==> config.mk <==
export PLATFORM = sky130hd
export DESIGN_NAME = canonical_text_field_validator_top
export DESIGN_NICKNAME = d
export VERILOG_FILES = /design/src/hw/rtl/ctfv_pkg.sv /design/src/hw/rtl/ctfv_char_check.sv /design/src/hw/rtl/canonical_text_field_validator_top.sv
export SDC_FILE = /design/constraint.sdc
export NUM_CORES = 1
export LEC_CHECK = 0
export ABC_AREA = 0
export BUFFER_PORTS_ARGS = -buffer_cell sky130_fd_sc_hd__buf_2
export CAP_MARGIN = 15
export CORE_AREA = 4 4 83 117
export DETAILED_ROUTE_END_ITERATION = 10
export DIE_AREA = 0 0 87 121
export PLACE_DENSITY = 0.78
export SETUP_SLACK_MARGIN = 0.4
export SLEW_MARGIN = 0
export SYNTH_ARGS = -nofsm -noshare
export SYNTH_HDL_FRONTEND = slang
export SYNTH_SLANG_ARGS = --single-unit
==> constraint.sdc <==
create_clock -name i_clk -period 7.4 [get_ports i_clk]
set_clock_uncertainty 0.15 [all_clocks]
set_input_delay 0.37 -clock i_clk [delete_from_list [all_inputs] [get_ports i_clk]]
set_output_delay 0.37 -clock i_clk [all_outputs]
set_load 0.01 [all_outputs]
==> src/hw/rtl/ctfv_pkg.sv <==
// Package for the canonical text field validator.
// Holds the format codes, size constants, the running field state type and
// the character class helpers. No dependencies.
package ctfv_pkg;

    localparam int MAX_FIELD_BYTES = 256;
    localparam int POS_W           = $clog2(MAX_FIELD_BYTES + 1);

    localparam logic [POS_W-1:0] C_MAX_POS = POS_W'(MAX_FIELD_BYTES);

    // format codes
    localparam logic [2:0] FMT_DNS63   = 3'd0;
    localparam logic [2:0] FMT_DNS253  = 3'd1;
    localparam logic [2:0] FMT_UUID    = 3'd2;
    localparam logic [2:0] FMT_HEX64   = 3'd3;
    localparam logic [2:0] FMT_IPV4    = 3'd4;
    localparam logic [2:0] FMT_SERVICE = 3'd5;

    // length limits and positions
    localparam logic [7:0] C_DNS63_MAX  = 8'd63;
    localparam logic [7:0] C_DNS253_MAX = 8'd253;
    localparam logic [7:0] C_UUID_LEN   = 8'd36;
    localparam logic [7:0] C_HEX64_LEN  = 8'd64;
    localparam logic [7:0] C_IPV4_MAX   = 8'd15;
    localparam logic [7:0] C_UUID_H0    = 8'd8;
    localparam logic [7:0] C_UUID_H1    = 8'd13;
    localparam logic [7:0] C_UUID_H2    = 8'd18;
    localparam logic [7:0] C_UUID_H3    = 8'd23;
    localparam logic [9:0] C_OCTET_MAX  = 10'd255;
    localparam logic [2:0] C_OCTETS_M1  = 3'd3;
    localparam logic [2:0] C_OCT_SAT    = 3'd7;
    localparam logic [1:0] C_DIG_MAX    = 2'd3;

    // character codes
    localparam logic [7:0] CH_NUL    = 8'h00;
    localparam logic [7:0] CH_DOT    = 8'h2E;
    localparam logic [7:0] CH_HYPHEN = 8'h2D;
    localparam logic [7:0] CH_ZERO   = 8'h30;

    typedef struct packed {
        logic [POS_W-1:0] byte_pos;
        logic [2:0]       fmt;
        logic             nul_seen;
        logic [7:0]       text_len;
        logic             failed;
        logic             at_label_start;
        logic             prev_hyphen;
        logic             prev_dot;
        logic [2:0]       octet_cnt;
        logic [1:0]       digit_cnt;
        logic [9:0]       octet_val;
        logic             leading_zero;
    } t_fld_state;

    localparam t_fld_state C_FLD_CLEAR = '{
        byte_pos:       '0,
        fmt:            FMT_DNS63,
        nul_seen:       1'b0,
        text_len:       8'd0,
        failed:         1'b0,
        at_label_start: 1'b1,
        prev_hyphen:    1'b0,
        prev_dot:       1'b0,
        octet_cnt:      3'd0,
        digit_cnt:      2'd0,
        octet_val:      10'd0,
        leading_zero:   1'b0
    };

    function automatic logic is_digit(input logic [7:0] c);
        return (c >= 8'h30) && (c <= 8'h39);
    endfunction

    function automatic logic is_lower_hex(input logic [7:0] c);
        return is_digit(c) || ((c >= 8'h61) && (c <= 8'h66));
    endfunction

    function automatic logic is_label_char(input logic [7:0] c);
        return ((c >= 8'h61) && (c <= 8'h7A)) || is_digit(c) || (c == CH_HYPHEN);
    endfunction

endpackage

==> src/hw/rtl/ctfv_char_check.sv <==
// Next-state logic for one field byte of the canonical text field validator.
// Applies the per-format character and end-of-text rules. Uses ctfv_pkg.
module ctfv_char_check
    import ctfv_pkg::*;
(
    input  t_fld_state i_st,
    input  logic [2:0] i_fmt,
    input  logic [7:0] i_byte,
    output t_fld_state o_st
);

    always_comb begin
        t_fld_state s;
        logic [9:0] oct_next;
        logic [7:0] lim;
        logic [9:0] digit;

        s        = i_st;
        digit    = {2'b00, i_byte - CH_ZERO};
        oct_next = (i_st.octet_val << 3) + (i_st.octet_val << 1) + digit;
        lim      = (i_st.fmt == FMT_DNS253) ? C_DNS253_MAX : C_DNS63_MAX;

        // format is taken from the first byte only
        if (i_st.byte_pos == '0) begin
            s.fmt = i_fmt;
        end
        if (s.fmt == FMT_DNS253) begin
            lim = C_DNS253_MAX;
        end else begin
            lim = C_DNS63_MAX;
        end

        if (i_st.byte_pos >= C_MAX_POS) begin
            s.failed = 1'b1;
        end else if (!i_st.nul_seen) begin
            if (i_byte == CH_NUL) begin
                s.nul_seen = 1'b1;
                case (s.fmt)
                    FMT_DNS63, FMT_DNS253, FMT_SERVICE: begin
                        if (i_st.text_len == 8'd0) begin
                            if (s.fmt != FMT_SERVICE) s.failed = 1'b1;
                        end else if (i_st.text_len > lim || i_st.prev_hyphen
                                     || i_st.prev_dot) begin
                            s.failed = 1'b1;
                        end
                    end
                    FMT_UUID: begin
                        if (i_st.text_len != C_UUID_LEN) s.failed = 1'b1;
                    end
                    FMT_HEX64: begin
                        if (i_st.text_len != C_HEX64_LEN) s.failed = 1'b1;
                    end
                    FMT_IPV4: begin
                        if (i_st.text_len == 8'd0 || i_st.text_len > C_IPV4_MAX
                            || i_st.digit_cnt == 2'd0 || i_st.octet_cnt != C_OCTETS_M1) begin
                            s.failed = 1'b1;
                        end
                    end
                    default: begin
                        s.failed = 1'b1;
                    end
                endcase
            end else begin
                case (s.fmt)
                    FMT_DNS63, FMT_DNS253, FMT_SERVICE: begin
                        if (i_byte == CH_DOT) begin
                            if (i_st.at_label_start || i_st.prev_hyphen) s.failed = 1'b1;
                            s.at_label_start = 1'b1;
                            s.prev_dot       = 1'b1;
                            s.prev_hyphen    = 1'b0;
                        end else if (is_label_char(i_byte)) begin
                            if (i_st.at_label_start && i_byte == CH_HYPHEN) s.failed = 1'b1;
                            s.at_label_start = 1'b0;
                            s.prev_dot       = 1'b0;
                            s.prev_hyphen    = (i_byte == CH_HYPHEN);
                        end else begin
                            s.failed = 1'b1;
                        end
                    end
                    FMT_UUID: begin
                        if (i_st.text_len == C_UUID_H0 || i_st.text_len == C_UUID_H1
                            || i_st.text_len == C_UUID_H2 || i_st.text_len == C_UUID_H3) begin
                            if (i_byte != CH_HYPHEN) s.failed = 1'b1;
                        end else if (!is_lower_hex(i_byte)) begin
                            s.failed = 1'b1;
                        end
                    end
                    FMT_HEX64: begin
                        if (!is_lower_hex(i_byte)) s.failed = 1'b1;
                    end
                    FMT_IPV4: begin
                        if (is_digit(i_byte)) begin
                            if (i_st.digit_cnt == 2'd0) begin
                                s.leading_zero = (digit == 10'd0);
                                s.octet_val    = digit;
                                s.digit_cnt    = 2'd1;
                            end else if (i_st.leading_zero || i_st.digit_cnt >= C_DIG_MAX) begin
                                s.failed = 1'b1;
                            end else begin
                                // at most two digits held, so the product stays below 1000
                                if (oct_next > C_OCTET_MAX) begin
                                    s.failed    = 1'b1;
                                    s.octet_val = C_OCTET_MAX;
                                end else begin
                                    s.octet_val = oct_next;
                                end
                                s.digit_cnt = i_st.digit_cnt + 2'd1;
                            end
                        end else if (i_byte == CH_DOT) begin
                            if (i_st.digit_cnt == 2'd0 || i_st.octet_cnt >= C_OCTETS_M1) begin
                                s.failed = 1'b1;
                            end
                            if (i_st.octet_cnt < C_OCT_SAT) s.octet_cnt = i_st.octet_cnt + 3'd1;
                            s.digit_cnt    = 2'd0;
                            s.octet_val    = 10'd0;
                            s.leading_zero = 1'b0;
                        end else begin
                            s.failed = 1'b1;
                        end
                    end
                    default: begin
                        s.failed = 1'b1;
                    end
                endcase
                s.text_len = i_st.text_len + 8'd1;
            end
        end else if (i_byte != CH_NUL) begin
            s.failed = 1'b1;
        end

        // saturate the position at the capacity
        if (i_st.byte_pos < C_MAX_POS) begin
            s.byte_pos = i_st.byte_pos + POS_W'(1);
        end

        o_st = s;
    end

endmodule

==> src/hw/rtl/canonical_text_field_validator_top.sv <==
// Top level of the canonical text field validator: stream ports, input
// register, running field state and result register. Uses ctfv_pkg and ctfv_char_check.

// One field byte is accepted per cycle unless the input side stalls. Each
// byte is held in the input register, then the per-byte rule logic updates
// the field state; the byte marked last also loads the result register,
// whose verdict drives the output. The input side stalls only while a finished
// result is waiting in the result register and the byte in the input register
// is another last byte. tuser carries the format code, read on the first byte
// of each field; tlast marks the final byte of the field.
module canonical_text_field_validator_top
    import ctfv_pkg::*;
(
    input  logic        i_clk,
    input  logic        i_rst_n,
    input  logic        i_s_tvalid,
    output logic        o_s_tready,
    input  logic [7:0]  i_s_tdata,   // [7:0] char_byte
    input  logic [2:0]  i_s_tuser,   // [2:0] format
    input  logic        i_s_tlast,   // last_byte
    output logic        o_m_tvalid,
    input  logic        i_m_tready,
    output logic [15:0] o_m_tdata    // [0] valid_res, [8:1] text_length, [15:9] zero
);

    logic       r_in_valid;
    logic [7:0] r_in_byte;
    logic [2:0] r_in_fmt;
    logic       r_in_last;

    t_fld_state r_st;
    t_fld_state n_st;

    logic       r_out_valid;
    logic       r_out_ok;
    logic [7:0] r_out_len;

    logic advance;
    logic in_acc;

    // a non-last byte never needs the result slot
    assign advance    = r_in_valid && (!r_in_last || !r_out_valid || i_m_tready);
    assign o_s_tready = !r_in_valid || advance;
    assign in_acc     = i_s_tvalid && o_s_tready;

    ctfv_char_check u_check (
        .i_st   (r_st),
        .i_fmt  (r_in_fmt),
        .i_byte (r_in_byte),
        .o_st   (n_st)
    );

    always_ff @(posedge i_clk) begin
        if (!i_rst_n) begin
            r_in_valid <= 1'b0;
        end else if (o_s_tready) begin
            r_in_valid <= i_s_tvalid;
        end
    end

    always_ff @(posedge i_clk) begin
        if (in_acc) begin
            r_in_byte <= i_s_tdata;
            r_in_fmt  <= i_s_tuser;
            r_in_last <= i_s_tlast;
        end
    end

    always_ff @(posedge i_clk) begin
        if (!i_rst_n) begin
            r_st <= C_FLD_CLEAR;
        end else if (advance) begin
            // clear the field state after its last byte
            r_st <= r_in_last ? C_FLD_CLEAR : n_st;
        end
    end

    always_ff @(posedge i_clk) begin
        if (!i_rst_n) begin
            r_out_valid <= 1'b0;
        end else if (advance && r_in_last) begin
            r_out_valid <= 1'b1;
        end else if (i_m_tready) begin
            r_out_valid <= 1'b0;
        end
    end

    always_ff @(posedge i_clk) begin
        if (advance && r_in_last) begin
            r_out_ok  <= n_st.nul_seen && !n_st.failed;
            r_out_len <= n_st.nul_seen ? n_st.text_len : 8'd0;
        end
    end

    assign o_m_tvalid = r_out_valid;
    assign o_m_tdata  = {7'd0, r_out_len, r_out_ok};

    a_pos_bound: assert property (@(posedge i_clk) disable iff (!i_rst_n)
        r_st.byte_pos <= C_MAX_POS)
        else $error("byte position past capacity");

    a_octet_bound: assert property (@(posedge i_clk) disable iff (!i_rst_n)
        r_st.octet_val <= C_OCTET_MAX)
        else $error("octet value above 255");

    a_digit_bound: assert property (@(posedge i_clk) disable iff (!i_rst_n)
        r_st.digit_cnt <= C_DIG_MAX)
        else $error("too many octet digits held");

    a_last_result: assert property (@(posedge i_clk) disable iff (!i_rst_n)
        (advance && r_in_last) |=> (r_out_valid && r_st.byte_pos == '0))
        else $error("last byte did not load result and clear field");

endmodule
# Word level (Yosys, flattened, before mapping)
# Cells that the tools add are included.
# W data, S select, Z words.
[word_totals] register_bits=63 inputBits=16 output_inout_bits=18
[classes] add_sub_neg=7 n_lt_le_gt_ge=13 n_eq_ne=22 muxes=49 reduce_logical=50
[op_table] cell="$mux W19" count=3
[op_table] cell="$mux W41" count=1
[op_table] cell="$mux W16" count=2
[op_table] cell="$mux W9" count=3
[op_table] cell="$mux W1" count=26
[op_table] cell="$logic_not A8 Y1" count=3
[op_table] cell="$mux W12" count=2
[op_table] cell="$logic_or A1 B1 Y1" count=17
[op_table] cell="$eq A8 B4 Y1 const B" count=2
[op_table] cell="$eq A8 B5 Y1 const B" count=2
[op_table] cell="$eq A8 B6 Y1 const B" count=2
[op_table] cell="$le A8 B7 Y1 const B" count=2
[op_table] cell="$mux W8" count=2
[op_table] cell="$ne A8 B6 Y1 const B" count=2
[op_table] cell="$mux W3" count=5
[op_table] cell="$reduce_and A7 Y1" count=2
[op_table] cell="$mux W13" count=1
[op_table] cell="$reduce_bool A2 Y1" count=6
[op_table] cell="$add A10 B10 Y10" count=1
[op_table] cell="$add A10 B8 Y10" count=1
[op_table] cell="$gt A10 B8 Y1 const B" count=1
[op_table] cell="$mux W10" count=1
[op_table] cell="$add A9 B1 Y9 const B" count=1
[op_table] cell="$ge A9 B9 Y1 const B" count=1
[op_table] cell="34 further kinds" count=52

# Depth between registers and ports, before layout
# Gate-level depths: netlist of the first run.
[logic_depth] ltp_word=15 ltp_mapped=15 ltp_nobuf=15

# Modules after synthesis
# A second synthesis of the first run with hierarchy kept.
[hier_totals] hier_cells=460 area_unflattened_um2=4316.6
[by_module_without_submodules] module="ctfv_char_check" instances=1 cells_per_inst=313 area_per_inst_um2=2172.1
[by_module_without_submodules] module="canonical_text_field_validator_top" instances=1 cells_per_inst=147 area_per_inst_um2=2144.6

# Worst setup path before layout of the first run
# Ideal clock, no wire load.
[synth_path] path_type="reg-to-reg" from="register r_in_byte[4]" to="register r_st[7] (netlist name)" arrival_time_ps=3169 slack_ps=3964 stages_incl_launch_ff=12 n_path_buf=0 period_less_slack_ps=3436 cell_sequence="edfxtp_1 ha_1 xnor2_1 fa_1 ha_1 o21ai_0 or4_1 o22ai_1 nand3_1 o21a_1 or3_1 a32o_1"
[synth_between] elab_chain_cells=12
[synth_rtl] element="start: declaration" line_no="canonical_text_field_validator_top.sv:27" rtl="logic [7:0] r_in_byte;"
[synth_rtl] element="start signal: assignment" line_no="canonical_text_field_validator_top.sv:63" rtl="r_in_byte <= i_s_tdata;"
[synth_rtl] element="$sub A8 B6 Y8" line_no="ctfv_char_check.sv:19" rtl="digit = {2'b00, i_byte - CH_ZERO};"
[synth_rtl] element="$add A10 B8 Y10" line_no="ctfv_char_check.sv:20" rtl="oct_next = (i_st.octet_val << 3) + (i_st.octet_val << 1) + digit;"
[synth_rtl] element="$gt A10 B8 Y1" line_no="ctfv_char_check.sv:101" rtl="if (oct_next > C_OCTET_MAX) begin"
[synth_rtl] element="$mux W10" line_no="ctfv_char_check.sv:101"
[synth_rtl] element="$mux W12" line_no="ctfv_char_check.sv:97" rtl="end else if (i_st.leading_zero || i_st.digit_cnt >= C_DIG_MAX) begin"
[synth_rtl] element="$mux W12" line_no="ctfv_char_check.sv:93" rtl="if (i_st.digit_cnt == 2'd0) begin"
[synth_rtl] element="$mux W13" line_no="ctfv_char_check.sv:92" rtl="if (is_digit(i_byte)) begin"
[synth_rtl] element="$mux W16" line_no="ctfv_char_check.sv:64" rtl="case (s.fmt)"
[synth_rtl] element="$mux W19" line_no="ctfv_char_check.sv:36" rtl="if (i_byte == CH_NUL) begin"
[synth_rtl] element="$mux W19" line_no="ctfv_char_check.sv:35" rtl="end else if (!i_st.nul_seen) begin"
[synth_rtl] element="$mux W19" line_no="ctfv_char_check.sv:33" rtl="if (i_st.byte_pos >= C_MAX_POS) begin"
[synth_rtl] element="$mux W41" line_no="canonical_text_field_validator_top.sv:74" rtl="r_st <= r_in_last ? C_FLD_CLEAR : n_st;"
[synth_rtl] element="end signal: assignment" line_no="canonical_text_field_validator_top.sv:74"
[synth_rtl] element="end: declaration" line_no="canonical_text_field_validator_top.sv:31" rtl="t_fld_state r_st;"
# Several ways; a longest one is shown, not always the timed one. The select of a mux whose other input is x is not followed.
# A chain may end at the register's enable or synchronous reset.

# Final worst setup path of the first run
[layout_path] from="register r_st[32] (netlist name)" to="register r_out_ok (data pin)"
[layout_between] elab_chain_cells=15
[layout_rtl] element="$logic_not A9 Y1" line_no="ctfv_char_check.sv:24" rtl="if (i_st.byte_pos == '0) begin"
[layout_rtl] element="$mux W3" line_no="ctfv_char_check.sv:24"
[layout_rtl] element="$eq A3 B1 Y1" line_no="ctfv_char_check.sv:27, ctfv_char_check.sv:38, ctfv_char_check.sv:64"
[layout_rtl] element="$mux W8" line_no="ctfv_char_check.sv:27" rtl="if (s.fmt == FMT_DNS253) begin"
[layout_rtl] element="$gt A8 B8 Y1" line_no="ctfv_char_check.sv:42" rtl="end else if (i_st.text_len > lim || i_st.prev_hyphen"
[layout_rtl] element="$logic_or A1 B1 Y1" line_no="ctfv_char_check.sv:42"
[layout_rtl] element="$logic_or A1 B1 Y1" line_no="ctfv_char_check.sv:43" rtl="|| i_st.prev_dot) begin"
[layout_rtl] element="$mux W1" line_no="ctfv_char_check.sv:42"
[layout_rtl] element="$mux W1" line_no="ctfv_char_check.sv:40" rtl="if (i_st.text_len == 8'd0) begin"
[layout_rtl] element="$pmux W1 S4" line_no="ctfv_char_check.sv:38" rtl="case (s.fmt)"
[layout_rtl] element="$mux W1" line_no="ctfv_char_check.sv:36"
[layout_rtl] element="$mux W1" line_no="ctfv_char_check.sv:35"
[layout_rtl] element="$mux W1" line_no="ctfv_char_check.sv:33"
[layout_rtl] element="$logic_not A1 Y1" line_no="canonical_text_field_validator_top.sv:90" rtl="r_out_ok <= n_st.nul_seen && !n_st.failed;"
[layout_rtl] element="$logic_and A1 B1 Y1 *" line_no="canonical_text_field_validator_top.sv:90"
[layout_rtl] element="end signal: assignment" line_no="canonical_text_field_validator_top.sv:90"
[layout_rtl] element="end: declaration" line_no="canonical_text_field_validator_top.sv:35" rtl="logic r_out_ok;"
# Every way passes the cells marked *; elsewhere a longest branch is shown, timed or not.

==> impl_results.md, run 1 <==
- Arrival time worst endpoint: 3.90 ns
- Drt pass-1 iters: 5
- I/O pin total: 34
- Post-CTS Setup Bufs: 0
- Worst-case headroom to the max-slew limit: 45.09%
- Unrepaired setup endpoints after global routing: false
- Die Y: 121 um
- Initial Utilization: 48.45%
- Top_reg_cell synth: sky130_fd_sc_hd__dfxtp_1
- Cell row count: 41
- Gate count after technology mapping: 471
- Syn avg cell area: 9.024 sq um
- Min Clock Period, post-route: 3.883 ns
- Global-route wire length before repair: 16,830 um
- Seq/Total Area, Yosys: 34.62%
- Hold buffer count at cts: 0
- Most frequent cells after synthesis: 42 x sky130_fd_sc_hd__dfxtp_1, 42 x sky130_fd_sc_hd__nor2_1, 28 x sky130_fd_sc_hd__inv_1, 27 x sky130_fd_sc_hd__ha_1, 26 x sky130_fd_sc_hd__o21ai_0
- Num CTS Buffers: 9
- Critical path fanouts, max: 5
- Distinct cell type count of the synthesized netlist: 77
- Peak supply drop: 129.7 uV
- Area fraction of the dominant cell type after synthesis: 19.78%
- Post-synthesis instance area: 4250 sq um
- Status: finished, final reports clean
- Largest buffer count on any clock path: 2
- Yosys warns: 0
- Static leakage: 1.803 nW
- Final Hold Slack: 0.05806 ns
- Worst path cell trace: inv_1 > ha_1 > or4b_1 > nor2_1 > mux2_2 > a21o_1 > ha_1 > nand4_1 > or2_2 > a21oi_1 > a311oi_1 > a211oi_1 > nand4_1 > nor3_1
- Overall global routing resource usage: 20.32%
- Number of DRC markers after the initial detailed-route iteration: 259
- Sort of element at the end of the critical path: flop
- Vias in the first global route: 3,686
- Count of final setup violators: 0
- Bufs and invs on worst path: 1
- Vias/cell: 6.008
- TritonCTS clock tree: built
- Antenna diode count: 0
- Slowest CP cell: sky130_fd_sc_hd__or4b_1
- # port buffers: 26
- Worst endpoint required time: 7.41 ns
- Maximum number of pins on one net before global-route repair: 29
- TritonCTS Sinks: 63
- Maximum Capacitance Violations: 0
- WHS Path Cells: 1
- Clock-pin slew on the worst setup and hold paths: 0.05 ns
- Crit share post-route: 52.48%
- Register bit total from synthesis: 63
- Final ANT Viol Nets: 0
- Later-pin clock latency in the skew report: 0.34 ns
- Critical path start-end classification: reg -> reg
- Startpoint type of the worst setup path: flop
- Placed Cells incl. Taps: 586
- Overall power after layout: 0.9090 mW
- Buffer cell driving the clock tree root: sky130_fd_sc_hd__clkbuf_16
- Cell count of the worst reg-to-reg path: 14
- Post-Route WL: 10,140 um
- Final hold viol count: 0
- Hold crit path type: in -> reg
- Number of antenna violations at the first check in global routing: 0
- Largest stage delay, worst path: 0.49 ns
- Cell accounting for the most synthesized area: sky130_fd_sc_hd__dfxtp_1
- Number of standard cells in the final layout excluding fillers: 602
- Global-route congestion overflow total: 0
- Area Overhead vs Synth: 11.30%
- Maximum operating frequency: 257.5 MHz
- Die X-Extent: 87 um
- Critical Path Stages: 14
- Mean routed wirelength per cell: 16.84 um
- Pins over their slew limit: 0
- Post-cts repair resize count: 0
- Gp weighted congestion: 0.9449
- Detailed-route via count: 3,617
- Share of flip-flops with an asynchronous set or reset: 0%
- Number of enable flip-flop cells after synthesis: 21
- Family of cells with the greatest summed delay on the critical path: simple AND/OR/NAND/NOR gates
- Worst Max-Slew Pin Slew: 0.8206 ns
- Number of design rule violations left after detail routing: 0
- Die area: 10,530 sq um
- Power per unit of standard cell area: 192.1 nW/um^2
- Nets: 539
- Placeable core area: 8772 sq um
- Cells taking the most area after synthesis: sky130_fd_sc_hd__dfxtp_1 20%, sky130_fd_sc_hd__edfxtp_1 15%, sky130_fd_sc_hd__ha_1 7.9%
- Number of levels in the clock H-tree: 3
- Half-perimeter wire length after placement: 7358 um
- Total negative slack: 0 ns
- Share of post-route cells with drive strength above 1: 12.32%
## cell families (layout without fill, tap and decap cells)
kind of cell / Yosys count / in the layout / share of synthesized area, %
AOI/OAI and AO/OA: 123 / 123 / 20.37
xor gates and xnor gates: 18 / 18 / 3.709
other: 1 / 7 / 0.08823
and+or+nand+nor: 170 / 170 / 22.79
DFF: 63 / 63 / 34.62
buffers and inverters: 57 / 75 / 6.093
muxes: 6 / 6 / 1.560
adders and majority gates: 33 / 33 / 10.77
## state kept, by name, indices dropped and copies added (netlist names)
name and count:
r_in_valid 1, r_in_byte 8, r_in_fmt 3, r_out_len 8, o_m_tvalid 1, r_st 40
r_out_ok 1, r_in_last 1
## cells in the final DEF, fill, tap and decap left out, types with 6 or more instances in the layout
master                       n
sky130_fd_sc_hd__conb_1      7
sky130_fd_sc_hd__nor2b_1    16
sky130_fd_sc_hd__dfxtp_1    42
sky130_fd_sc_hd__or3_1      13
sky130_fd_sc_hd__nor3_1      8
sky130_fd_sc_hd__edfxtp_1   21
sky130_fd_sc_hd__a211oi_1    6
sky130_fd_sc_hd__a21boi_0   10
sky130_fd_sc_hd__xnor2_1     6
sky130_fd_sc_hd__clkbuf_16   9
sky130_fd_sc_hd__nand2_1    22
sky130_fd_sc_hd__fa_1        6
sky130_fd_sc_hd__xor2_1     12
sky130_fd_sc_hd__buf_2      26
sky130_fd_sc_hd__nand4_1    11
sky130_fd_sc_hd__a31oi_1     6
sky130_fd_sc_hd__a32o_1      7
sky130_fd_sc_hd__nand3_1    13
sky130_fd_sc_hd__nor2_1     42
sky130_fd_sc_hd__o21ai_0    26
sky130_fd_sc_hd__inv_1      28
sky130_fd_sc_hd__nand2b_1   11
sky130_fd_sc_hd__a21oi_1    21
sky130_fd_sc_hd__o211ai_1    6
sky130_fd_sc_hd__ha_1       27
## metrics by stage
stage	util [%]	area [sq um]	setup slack [ns]
2_1_floorplan	-	4273	3.964
3_3_place_gp	50.35	4417	3.653
3_5_place_dp	50.35	4417	3.583
4_1_cts	53.93	4731	3.562
5_1_grt	53.93	4731	3.248
6_report	53.93	4731	3.517
## routing by layer
layer	GRT usage [%]	vias up	part of all wire [%]
met2	35.08	116	52
met3	5.231	35	4.8
met1	22.18	1710	39
met4	11.21	0	4.1
li1	-	1756	-
met5	0	-	0
## layout make-up
| type | count | area, sq um |
|---|---|---|
| Tap cell | 107 | 133.9 |
| Clock buffer | 10 | 229.0 |
| Inverter | 29 | 108.9 |
| Fill cell | 776 | 4041 |
| Multi-Input combinational cell | 357 | 2542 |
| Timing Repair Buffer | 30 | 160.2 |
| Sequential cell | 63 | 1471 |
| Clock inverter | 6 | 85.08 |
## path summary, 6_finish.rpt
path                         start                    end  slack (ns)
max          r_st[32]$_SDFFE_PN0P_     r_out_ok$_DFFE_PP_        3.52
min                   i_s_tuser[1]  r_in_fmt[1]$_DFFE_PP_        0.06
max reg2reg  r_st[32]$_SDFFE_PN0P_     r_out_ok$_DFFE_PP_        3.52
min reg2reg   r_st[9]$_SDFFE_PN0P_   r_st[9]$_SDFFE_PN0P_        0.33
## power by group
group	switching (mW)	leakage (nW)	internal, mW	total (mW)
logic	0.0514	1.11	0.0335	0.0848
clock network	0.155	0.150	0.293	0.448
registers	0.0107	0.540	0.365	0.376
(Power assumes the default switching activity.)
==> run 2, diff against run 1 <==
==> constraint.sdc (replaced) <==
create_clock -name i_clk -period 3.8 [get_ports i_clk]
set_clock_uncertainty 0.15 [all_clocks]
set_input_delay 0.19 -clock i_clk [delete_from_list [all_inputs] [get_ports i_clk]]
set_output_delay 0.19 -clock i_clk [all_outputs]
set_load 0.01 [all_outputs]
==> run 2 against run 1 <==
Cell area increased by 13%. Global-route usage is 1.9 points higher. First-iteration DRC count is 8.5% higher. Largest power group unchanged.
==> impl_results.md, run 2 (synthesis results as in run 1) <==
- Worst path cell trace: ha_4 > xnor2_2 > fa_1 > ha_4 > o21ai_2 > or4_1 > o22ai_2 > nand3_2 > o21a_4 > or3_1 > a32o_1
- Final Hold Slack: 0.03878 ns
- Layout filler cell count: 687
- Power spent charging and discharging nets: 0.4263 mW
- Launching element of the worst setup path: r_in_byte[4]$_DFFE_PP_
- Power Internal: 1.426 mW
- TritonCTS clock tree: built
- Drt pass-1 iters: 4
- Start of the worst register-to-register path: r_in_byte[4]$_DFFE_PP_
- Die X-Extent: 87 um
- Overall power after layout: 1.853 mW
- Most common cell after layout, fill and taps aside: sky130_fd_sc_hd__nor2_1
- Placeable core area: 8772 sq um
- Detailed-route via count: 3,918
- Startpoint type of the worst setup path: flop
- Maximum operating frequency: 272.4 MHz
- Largest registers: r_st (40), r_in_byte (8), r_out_len (8)
- Vias in the first global route: 3,974
- Worst endpoint required time: 3.87 ns
- Number of DRC markers after the initial detailed-route iteration: 281
- Clock-pin slew on the worst setup and hold paths: 0.05 ns
- Vias/cell: 6.065
- # port buffers: 26
- Num CTS Buffers: 9
- Overall global routing resource usage: 22.21%
- Peak supply drop: 284.3 uV
- Cell row count: 41
- Critical path start-end classification: reg -> reg
- Min Clock Period, post-route: 3.671 ns
- Worst-case headroom to the max-slew limit: 40.81%
- Final core occ: 60.83%
- Share of post-route cells with drive strength above 1: 23.19%
- I/O pin total: 34
- Initial Utilization: 48.45%
- Sort of element at the end of the critical path: flop
- Design area: 5336 sq um
- Startpoint of the most critical hold path: i_m_tready
- Worst Max-Slew Pin Slew: 0.8879 ns
- Worst R2R End: r_st[5]$_SDFFE_PN0P_
- Number of design rule violations left after detail routing: 0
- Maximum Capacitance Violations: 0
- Slowest CP cell: sky130_fd_sc_hd__edfxtp_1
- Largest reg by FF count: r_st
- Mean routed wirelength per cell: 18.24 um
- Power per unit of standard cell area: 347.2 nW/um^2
- Post-Place Cell Area: 4472 sq um
- Largest buffer count on any clock path: 2
- Endpoint of the most critical setup path: r_st[5]$_SDFFE_PN0P_
- Unrepaired setup endpoints after global routing: true
- Number of levels in the clock H-tree: 3
- Antenna diode count: 0
- Post-Route WL: 11,780 um
- Global-route congestion overflow total: 0
- Slack of the worst reg-to-reg path: 0.13 ns
- Crit share post-route: 96.59%
- Gp weighted congestion: 0.9310
- Static leakage: 2.059 nW
- Cell count of the worst reg-to-reg path: 11
- Later-pin clock latency in the skew report: 0.33 ns
- Die Y: 121 um
- Status: finished, final reports clean
- Pins over their slew limit: 0
- Half-perimeter wire length after placement: 7387 um
- Die area: 10,530 sq um
- TritonCTS Sinks: 63
- Relative contribution of sequential cells to total power: 39.4%
- Critical Path Stages: 11
- Bufs and invs on worst path: 0
- Buffer cell driving the clock tree root: sky130_fd_sc_hd__clkbuf_16
- Arrival time worst endpoint: 3.74 ns
- Global-route wire length before repair: 18,360 um
- Count of final setup violators: 0
- Most used cells in the layout excluding fill and tap cells: 41 x sky130_fd_sc_hd__nor2_1, 40 x sky130_fd_sc_hd__dfxtp_1, 33 x sky130_fd_sc_hd__buf_4, 26 x sky130_fd_sc_hd__buf_2
- Critical path fanouts, max: 6
- Library cell appearing most often on the critical path: sky130_fd_sc_hd__ha_4
- Net Sw Frac: 23.01%
- Number of antenna violations at the first check in global routing: 0
- Area Overhead vs Synth: 25.55%
- Nets: 583
- Flip-flop count of the largest register, all copies and words added: 40
- Family of cells with the greatest summed delay on the critical path: adder cells
- Final hold viol count: 0
- Hold crit path type: in -> reg
- Clock share of power: 48.1%
- Maximum number of pins on one net before global-route repair: 29
- Combinational share of power: 12.5%
- Final ANT Viol Nets: 0
- Largest stage delay, worst path: 0.52 ns
==> run 2: power by group through the flow <==
stage          Sequential [mW]  Clock (mW)  Combinational [mW]
2_1_floorplan            0.737           0               0.130
3_3_place_gp             0.740           0               0.167
3_5_place_dp             0.741           0               0.173
4_1_cts                  0.727       0.902               0.206
5_1_grt                  0.730       0.939               0.251
6_report                 0.730       0.892               0.231
==> run 2: stage by stage <==
| stage | instances | setup TNS [ns] | setup WS (ns) |
|---|---|---|---|
| after global routing | 646 | 0 | 0.03965 |
| after CTS | 636 | 0 | 0.2624 |
| after global placement | 593 | -0.02242 | -0.02242 |
| final | 646 | 0 | 0.1294 |
| after detailed placement | 593 | -0.07943 | -0.07909 |
| after floorplan | 477 | 0 | 0.4044 |
==> run 2: worst reg2reg max path, delay by kind of cell (launching register included) <==
family / cells / cell delay, ns
AO/OA/AOI/OAI: 4 / 0.64
XOR/XNOR: 1 / 0.21
adder cells (fa/ha/maj): 3 / 1.07
flip-flops: 1 / 0.52
AND/OR/NAND/NOR: 3 / 0.97
==> run 2: timing repair <==
action / CTS / global route
pin swaps: 15 / 31
endpoints found under the setup margin: 10 / 10
hold endpoints to repair: 13 / 0
hold buffers: 13 / 0
gates cloned: 0 / 1
buffers inserted: 14 / 9
resized for setup: 22 / 24
==> run 2: worst min path at each step <==
stage	end	slack (ns)	cells past startpoint
after global routing	o_m_tvalid$_SDFFE_PN0P_	0.07	3
after floorplan	r_in_byte[0]$_DFFE_PP_	0.14	0
after CTS	o_m_tvalid$_SDFFE_PN0P_	0.04	3
after detailed placement	r_in_fmt[2]$_DFFE_PP_	0.22	1
final	o_m_tvalid$_SDFFE_PN0P_	0.04	3
after global placement	r_in_byte[1]$_DFFE_PP_	0.22	1
==> run 2: layout make-up <==
cell class	count	area [sq um]	area share (%)
Sequential cell	63	1474	27.62
Timing Repair Buffer	73	519.2	9.730
Inverter	29	108.9	2.040
Clock inverter	3	65.06	1.219
Tap cell	107	133.9	2.509
Multi-Input combinational cell	358	2775	52.00
Clock buffer	13	260.3	4.877
==> run 2: per-layer routing <==
layer  vias to the layer above  track usage [%]  share of wire [%]
li1                       1843                -                  -
met1                      1867            23.65                 38
met2                       159            38.88                 53
met3                        49            5.299                5.3
met4                         0            13.06                4.5
met5                         -                0                  0
